$ cat src/rtl/sdiu_pkg.sv
// Shared constants, codes and controller/datapath interface types for the sprite draw unit.
package sdiu_pkg;

   // Memory and frame geometry
   localparam int MEM_BYTES      = 4096;
   localparam int MEM_AW         = 12;
   localparam int DEF_MAX_WIDTH  = 64;
   localparam int DEF_MAX_HEIGHT = 32;
   localparam int MIN_WIDTH      = 8;
   localparam int MIN_HEIGHT     = 16;
   localparam int CFG_W          = 7;

   localparam logic [11:0] PC_RESET = 12'h200;

   // Item actions
   localparam logic [1:0] ACT_LOAD  = 2'd0;
   localparam logic [1:0] ACT_EXEC  = 2'd1;
   localparam logic [1:0] ACT_PIXEL = 2'd2;
   localparam logic [1:0] ACT_REG   = 2'd3;

   // Configuration register indexes
   localparam logic [1:0] CSR_FRAME_WIDTH  = 2'd0;
   localparam logic [1:0] CSR_FRAME_HEIGHT = 2'd1;

   // Opcode classes (top nibble) and special words
   localparam logic [3:0]  OPC_JUMP  = 4'h1;
   localparam logic [3:0]  OPC_SET   = 4'h6;
   localparam logic [3:0]  OPC_ADD   = 4'h7;
   localparam logic [3:0]  OPC_INDEX = 4'hA;
   localparam logic [3:0]  OPC_DRAW  = 4'hD;
   localparam logic [15:0] OP_CLEAR  = 16'h00E0;
   localparam logic [3:0]  FLAG_REG  = 4'hF;

   // Datapath commands
   typedef enum logic [4:0] {
      CMD_NONE,
      CMD_CAPTURE,
      CMD_LOAD_MEM,
      CMD_EXEC,
      CMD_CLEAR_STEP,
      CMD_DRAW_INIT,
      CMD_MOD_X,
      CMD_MOD_Y,
      CMD_ROW_READ,
      CMD_PIX_ADDR,
      CMD_PIX_READ,
      CMD_PIX_WRITE,
      CMD_HIT_STORE,
      CMD_RESP_ADDR,
      CMD_RESP_READ,
      CMD_RESP_LOAD
   } dp_op_type;

   typedef struct packed {
      dp_op_type op;
   } dp_cmd_type;

   typedef struct packed {
      logic [1:0] action;
      logic       is_clear;
      logic       is_draw;
      logic       rows_zero;
      logic       clr_last;
      logic       mod_busy;
      logic       bit_set;
      logic       col_last;
      logic       row_last;
   } dp_status_type;

endpackage

$ cat src/rtl/sdiu_controller.sv
// Controller: sequences reset clear, actions, the sprite walk and result delivery.
module sdiu_controller (
   input  logic                    clock,
   input  logic                    reset,
   input  logic                    req_valid,
   output logic                    req_ready,
   output logic                    rsp_valid,
   input  logic                    rsp_ready,
   input  sdiu_pkg::dp_status_type status,
   output sdiu_pkg::dp_cmd_type    cmd
);

   typedef enum logic [3:0] {
      S_INIT,
      S_IDLE,
      S_DISPATCH,
      S_CLEAR,
      S_MODX,
      S_MODX_WAIT,
      S_MODY,
      S_MODY_WAIT,
      S_ROW_READ,
      S_PIX_ADDR,
      S_PIX_READ,
      S_PIX_WRITE,
      S_HIT,
      S_RESP_ADDR,
      S_RESP_READ,
      S_RESP
   } state_type;

   state_type state_ff;
   state_type state_in;
   logic      rsp_valid_ff;
   logic      rsp_valid_in;

   assign req_ready = (state_ff == S_IDLE);
   assign rsp_valid = rsp_valid_ff;

   // Next state, commands and result valid
   always_comb begin
      state_in     = state_ff;
      cmd.op       = sdiu_pkg::CMD_NONE;
      rsp_valid_in = rsp_valid_ff & ~rsp_ready;
      unique case (state_ff)
         S_INIT: begin
            cmd.op = sdiu_pkg::CMD_CLEAR_STEP;
            if (status.clr_last) begin
               state_in = S_IDLE;
            end
         end
         S_IDLE: begin
            if (req_valid) begin
               cmd.op   = sdiu_pkg::CMD_CAPTURE;
               state_in = S_DISPATCH;
            end
         end
         S_DISPATCH: begin
            state_in = S_RESP_ADDR;
            unique case (status.action)
               sdiu_pkg::ACT_LOAD: cmd.op = sdiu_pkg::CMD_LOAD_MEM;
               sdiu_pkg::ACT_EXEC: begin
                  if (status.is_clear) begin
                     state_in = S_CLEAR;
                  end else if (status.is_draw) begin
                     cmd.op   = sdiu_pkg::CMD_DRAW_INIT;
                     state_in = status.rows_zero ? S_HIT : S_MODX;
                  end else begin
                     cmd.op = sdiu_pkg::CMD_EXEC;
                  end
               end
               default: cmd.op = sdiu_pkg::CMD_NONE;
            endcase
         end
         S_CLEAR: begin
            cmd.op = sdiu_pkg::CMD_CLEAR_STEP;
            if (status.clr_last) begin
               state_in = S_RESP_ADDR;
            end
         end
         S_MODX: begin
            cmd.op   = sdiu_pkg::CMD_MOD_X;
            state_in = S_MODX_WAIT;
         end
         S_MODX_WAIT: begin
            if (!status.mod_busy) begin
               state_in = S_MODY;
            end
         end
         S_MODY: begin
            cmd.op   = sdiu_pkg::CMD_MOD_Y;
            state_in = S_MODY_WAIT;
         end
         S_MODY_WAIT: begin
            if (!status.mod_busy) begin
               state_in = S_ROW_READ;
            end
         end
         S_ROW_READ: begin
            cmd.op   = sdiu_pkg::CMD_ROW_READ;
            state_in = S_PIX_ADDR;
         end
         S_PIX_ADDR: begin
            cmd.op = sdiu_pkg::CMD_PIX_ADDR;
            if (status.bit_set) begin
               state_in = S_PIX_READ;
            end else if (status.col_last) begin
               state_in = status.row_last ? S_HIT : S_ROW_READ;
            end
         end
         S_PIX_READ: begin
            cmd.op   = sdiu_pkg::CMD_PIX_READ;
            state_in = S_PIX_WRITE;
         end
         S_PIX_WRITE: begin
            cmd.op = sdiu_pkg::CMD_PIX_WRITE;
            if (status.col_last) begin
               state_in = status.row_last ? S_HIT : S_ROW_READ;
            end else begin
               state_in = S_PIX_ADDR;
            end
         end
         S_HIT: begin
            cmd.op   = sdiu_pkg::CMD_HIT_STORE;
            state_in = S_RESP_ADDR;
         end
         S_RESP_ADDR: begin
            cmd.op   = sdiu_pkg::CMD_RESP_ADDR;
            state_in = S_RESP_READ;
         end
         S_RESP_READ: begin
            cmd.op   = sdiu_pkg::CMD_RESP_READ;
            state_in = S_RESP;
         end
         S_RESP: begin
            // Hold until the output register is free
            if (!rsp_valid_ff || rsp_ready) begin
               cmd.op       = sdiu_pkg::CMD_RESP_LOAD;
               rsp_valid_in = 1'b1;
               state_in     = S_IDLE;
            end
         end
         default: state_in = S_IDLE;
      endcase
   end

   // State and result valid
   always_ff @(posedge clock) begin
      if (reset) begin
         state_ff     <= S_INIT;
         rsp_valid_ff <= 1'b0;
      end else begin
         state_ff     <= state_in;
         rsp_valid_ff <= rsp_valid_in;
      end
   end

   // A pending result is never overwritten
   assert property (@(posedge clock) disable iff (reset)
      cmd.op == sdiu_pkg::CMD_RESP_LOAD |-> (!rsp_valid_ff || rsp_ready))
      else $error("result loaded over a pending result");

   // A frame toggle always follows its read cycle
   assert property (@(posedge clock) disable iff (reset)
      cmd.op == sdiu_pkg::CMD_PIX_WRITE |-> $past(cmd.op) == sdiu_pkg::CMD_PIX_READ)
      else $error("frame write without a preceding read");

   // An accepted item is dispatched next cycle
   assert property (@(posedge clock) disable iff (reset)
      req_valid && req_ready |=> state_ff == S_DISPATCH)
      else $error("accepted item not dispatched");

   // The modulo unit only runs while the controller waits on it
   assert property (@(posedge clock) disable iff (reset)
      status.mod_busy |-> (state_ff == S_MODX_WAIT || state_ff == S_MODY_WAIT))
      else $error("modulo unit busy outside its wait states");

endmodule

$ cat config.mk
export PLATFORM = sky130hd
export DESIGN_NAME = sdiu_controller
export DESIGN_NICKNAME = d
export VERILOG_FILES = /design/src/rtl/sdiu_pkg.sv /design/src/rtl/sdiu_controller.sv
export SDC_FILE = /design/constraint.sdc
export NUM_CORES = 1
export LEC_CHECK = 0
export ABC_AREA = 1
export ABC_CLOCK_PERIOD_IN_PS = 2900
export BUFFER_PORTS_ARGS = -buffer_cell sky130_fd_sc_hd__clkbuf_2
export CORE_AREA = 2 2 39 41
export CTS_CLUSTER_SIZE = 12
export DETAILED_ROUTE_END_ITERATION = 10
export DIE_AREA = 0 0 41 43
export GPL_ROUTABILITY_DRIVEN = 0
export PLACE_DENSITY = 0.75
export SYNTH_ARGS = -nofsm -noshare
export SYNTH_HDL_FRONTEND = slang
export SYNTH_SLANG_ARGS = --single-unit
$ cat constraint.sdc
create_clock -name clock -period 2.9 [get_ports clock]
set_input_delay 0.435 -clock clock [delete_from_list [all_inputs] [get_ports clock]]
set_output_delay 0.435 -clock clock [all_outputs]
set_load 0.05 [all_outputs]
==> flow_results.xml <==
<?xml version="1.0" encoding="UTF-8"?>
<metrics>
  <group name="outcome">
    <metric name="run_status" unit="">complete, no violations</metric>
  </group>
  <group name="layout">
    <metric name="area_growth_syn_to_layout" unit="%">20.4</metric>
    <metric name="layout.nets" unit="">163</metric>
    <metric name="fillCellCount" unit="">163</metric>
    <metric name="final_layout_size_suffix_gt1_share" unit="%">27.7</metric>
    <metric name="layout.cell_area.non_filler" unit="sq um">790</metric>
    <metric name="seq_area" unit="sq um">100</metric>
    <metric name="num_antenna_cells" unit="">0</metric>
    <metric name="multi_input_area" unit="sq um">469</metric>
  </group>
  <group name="global_route">
    <metric name="wire_length_of_the_first_global_routing_pass" unit="microns">2630</metric>
    <metric name="globalRouteOverflowTotal" unit="">0</metric>
    <metric name="first_global_vias" unit="">707</metric>
    <metric name="largest_net_degree_at_the_start_of_global_routing" unit="">8</metric>
    <metric name="total_routing_usage_reported_by_global_routing" unit="%">21.4</metric>
    <metric name="antenna_found_initial" unit="">0</metric>
  </group>
  <group name="clock_tree">
    <metric name="cts.repair.resized" unit="">0</metric>
    <metric name="postCtsSetupRepairBufs" unit="">0</metric>
    <metric name="clkLatencyLatePin" unit="ps">240</metric>
    <metric name="cts.sinks" unit="">5</metric>
    <metric name="cts_hold_repair.buffers" unit="">0</metric>
    <metric name="cts-root-buf" unit="">sky130_fd_sc_hd__clkbuf_4</metric>
    <metric name="cts.path.max_buffers" unit="">2</metric>
    <metric name="number_of_levels_the_h_tree_was_split_into" unit="">1</metric>
    <metric name="clkTransAtPathRegs" unit="ps">40</metric>
    <metric name="cts-buffers-inserted" unit="">3</metric>
    <metric name="clock_tree_from_tritoncts" unit="">built</metric>
  </group>
  <group name="synthesis">
    <metric name="syn_inst" unit="">126</metric>
    <metric name="yosysWarnings" unit="">0</metric>
    <metric name="synth.lib_cells_used.distinct" unit="">20</metric>
    <metric name="netlist_area" unit="sq um">656</metric>
    <metric name="yosysTopAreaCellShare" unit="%">20.0</metric>
    <metric name="ys_ff_latch" unit="">5</metric>
    <metric name="synth_fp_nets" unit="">140</metric>
    <metric name="synth_seq_area_share" unit="%">15.3</metric>
    <metric name="dominant_cell_type_by_area_after_synthesis" unit="">sky130_fd_sc_hd__nand2_1</metric>
    <metric name="syn-mean-instance-area" unit="sq um">5.20</metric>
    <metric name="synth_area_leaders" unit="">sky130_fd_sc_hd__nand2_1, sky130_fd_sc_hd__dfxtp_1, sky130_fd_sc_hd__nand3_1, sky130_fd_sc_hd__nor2_1, sky130_fd_sc_hd__inv_1</metric>
  </group>
  <group name="setup_path">
    <metric name="cp-end-kind" unit="">output port</metric>
    <metric name="startpoint_type" unit="">register</metric>
    <metric name="cell_breakdown_of_the_critical_path" unit="">inv_2 &gt; nor2_2 &gt; nand2_2 &gt; nor3_1 &gt; a21oi_1 &gt; o211ai_1 &gt; clkbuf_2</metric>
    <metric name="worst_ep_arrival_time" unit="ps">1730</metric>
    <metric name="crit_type" unit="">register to output port</metric>
    <metric name="critical_path_buf_inv_count" unit="">2</metric>
    <metric name="critical-path-top-delay-family" unit="">flip-flops</metric>
    <metric name="required" unit="ps">2470</metric>
    <metric name="critical_path.max_stage_delay" unit="ps">490</metric>
    <metric name="path_max_fanout" unit="">7</metric>
    <metric name="crit_path_top_delay_cell" unit="">sky130_fd_sc_hd__dfxtp_1</metric>
  </group>
  <group name="timing">
    <metric name="layout_min_cycle_time" unit="ps">2160</metric>
    <metric name="finalSetupTns" unit="ps">0</metric>
    <metric name="setup_viol_count_final" unit="">0</metric>
    <metric name="final_min_period_over_clock_period" unit="%">74.5</metric>
    <metric name="finalHoldViolations" unit="">0</metric>
    <metric name="fmax" unit="GHz">0.463</metric>
    <metric name="timing.clock.skew" unit="ps">3.62</metric>
    <metric name="fin_ws" unit="ps">739</metric>
    <metric name="rsz0062_at_grt" unit="">no</metric>
    <metric name="report.final.slew_viol_count" unit="">0</metric>
  </group>
  <group name="detailed_routing">
    <metric name="detail_route.drc_violations" unit="">0</metric>
    <metric name="drt_iter0_drc" unit="">9</metric>
    <metric name="drt-wirelength-per-cell" unit="microns">10.3</metric>
    <metric name="detailroute.via_count" unit="">820</metric>
    <metric name="firstDrtPassIters" unit="">4</metric>
    <metric name="antenna_violating_nets_post_route" unit="">0</metric>
    <metric name="route.final.wire_length" unit="microns">1690</metric>
    <metric name="via_per_inst" unit="">5.00</metric>
  </group>
  <group name="floorplan">
    <metric name="vertical_extent_of_the_die" unit="microns">43</metric>
    <metric name="initial_utilization" unit="%">47.4</metric>
    <metric name="fp.coreArea" unit="sq mm">0.00138</metric>
    <metric name="floorplan.die.width" unit="microns">41</metric>
    <metric name="ios" unit="">21</metric>
    <metric name="placementRows" unit="">14</metric>
    <metric name="fp.dieArea" unit="sq mm">0.00176</metric>
  </group>
  <group name="power_and_ir_drop">
    <metric name="power.leakage" unit="nW">0.450</metric>
    <metric name="peak_supply_drop" unit="uV">616</metric>
    <metric name="p_per_area" unit="mW/mm^2">1010</metric>
  </group>
  <group name="placement">
    <metric name="post-place-ws" unit="ps">992</metric>
    <metric name="port_bufs" unit="">19</metric>
    <metric name="placed_area" unit="sq um">763</metric>
    <metric name="hpwl" unit="microns">1450</metric>
  </group>
  <group name="run">
    <metric name="drv_cap" unit="">0</metric>
  </group>
  <group name="worst_hold_path">
    <metric name="hold_class" unit="">input port to register</metric>
  </group>
</metrics>
## placed cells by master (no fill, tap or decap)
cell type / netlist / routed
sky130_fd_sc_hd__conb_1: 1 / 1
sky130_fd_sc_hd__nand4_1: 1 / 1
sky130_fd_sc_hd__nor2_1: 17 / 17
sky130_fd_sc_hd__nor2_2: 5 / 5
sky130_fd_sc_hd__a21oi_1: 8 / 8
sky130_fd_sc_hd__nor2_4: 2 / 2
sky130_fd_sc_hd__o21bai_1: 1 / 1
sky130_fd_sc_hd__nand3_2: 1 / 1
sky130_fd_sc_hd__a21oi_2: 1 / 1
sky130_fd_sc_hd__nor3_1: 2 / 2
sky130_fd_sc_hd__o211ai_1: 1 / 1
sky130_fd_sc_hd__inv_2: 5 / 5
sky130_fd_sc_hd__dfxtp_1: 5 / 5
sky130_fd_sc_hd__nand2_1: 35 / 35
sky130_fd_sc_hd__o21ai_0: 5 / 5
sky130_fd_sc_hd__nand3_1: 14 / 14
sky130_fd_sc_hd__clkbuf_4: 0 / 3
sky130_fd_sc_hd__clkbuf_2: 0 / 19
sky130_fd_sc_hd__clkinv_1: 1 / 1
sky130_fd_sc_hd__nand2_2: 5 / 5
sky130_fd_sc_hd__inv_1: 15 / 15
sky130_fd_sc_hd__clkbuf_1: 0 / 1
## worst paths after layout
kind	from	end	slack [ps]	cells after the start
worst max-delay path	state_ff[1]$_SDFFE_PP0P_	cmd[0]	740	7
worst min-delay path	reset	state_ff[2]$_SDFFE_PP0P_	430	2
worst max register to register	state_ff[1]$_SDFFE_PP0P_	state_ff[2]$_SDFFE_PP0P_	1500	8
worst min register to register	state_ff[2]$_SDFFE_PP0P_	state_ff[2]$_SDFFE_PP0P_	560	2
## cell families (layout without fill, tap and decap cells)
kind of cell	Yosys count	after routing	share of synthesized area, %
AO/OA/AOI/OAI	16	16	13.6
other	1	1	0.572
buffers and inverters	22	44	13.2
flip-flops	5	5	15.3
AND/OR/NAND/NOR	82	82	57.4
## cell type report
cell class | instances | share of cell area (%)
tap | 16 | 2.54
inverter | 21 | 9.98
clock buffer | 4 | 3.33
timing repair buffer | 19 | 12.0
sequential | 5 | 12.7
multi-input combinational | 99 | 59.4
## power by group
| part | switching [mW] | internal [mW] |
|---|---|---|
| sequential | 0.0444 | 0.0912 |
| combinational | 0.425 | 0.161 |
| clock | 0.0253 | 0.0518 |
## state kept, by name, indices dropped and copies added, names as in the netlist
signal and cells:
rsp_valid 1, state_ff 4
## synth_stat cells
cell	n
sky130_fd_sc_hd__nand2_1	35
sky130_fd_sc_hd__nor2_1	17
sky130_fd_sc_hd__inv_1	15
sky130_fd_sc_hd__nand3_1	14
sky130_fd_sc_hd__a21oi_1	8
sky130_fd_sc_hd__dfxtp_1	5
sky130_fd_sc_hd__inv_2	5
sky130_fd_sc_hd__nand2_2	5
sky130_fd_sc_hd__nor2_2	5
sky130_fd_sc_hd__o21ai_0	5
sky130_fd_sc_hd__nor2_4	2
sky130_fd_sc_hd__nor3_1	2
sky130_fd_sc_hd__a21oi_2	1
sky130_fd_sc_hd__buf_4	1
sky130_fd_sc_hd__clkinv_1	1
sky130_fd_sc_hd__conb_1	1
sky130_fd_sc_hd__nand3_2	1
sky130_fd_sc_hd__nand4_1	1
sky130_fd_sc_hd__o211ai_1	1
sky130_fd_sc_hd__o21bai_1	1
## through the flow
step	instances	total power, mW	hold WS (ps)	utilization [%]
2_1_floorplan	126	0.595	497	-
3_3_place_gp	160	0.709	551	55.2
3_5_place_dp	160	0.718	559	55.2
4_1_cts	164	0.798	422	57.1
5_1_grt	164	0.858	428	57.1
6_report	164	0.798	428	57.1
## routing by layer
metal  vias up  part of all wire [%]  GRT usage (%)  routed length (microns)
met1       358                    48           24.3                      802
li1        441                     -              -                        -
met4         0                     0           10.7                        0
met2        21                    49           36.9                      828
met3         0                   3.3           2.09                       56
met5         -                     0              0                        0
## worst register-to-register path: stages (launching register included)
cell                      delay [ps]
sky130_fd_sc_hd__dfxtp_1         490
sky130_fd_sc_hd__nand2_2         180
sky130_fd_sc_hd__inv_2           110
sky130_fd_sc_hd__nand2_2          60
sky130_fd_sc_hd__nand2_1         120
sky130_fd_sc_hd__nand2_2          70
sky130_fd_sc_hd__nand3_2         100
sky130_fd_sc_hd__nand2_1          70
sky130_fd_sc_hd__a21oi_2         130
(Power assumes the default switching activity.)
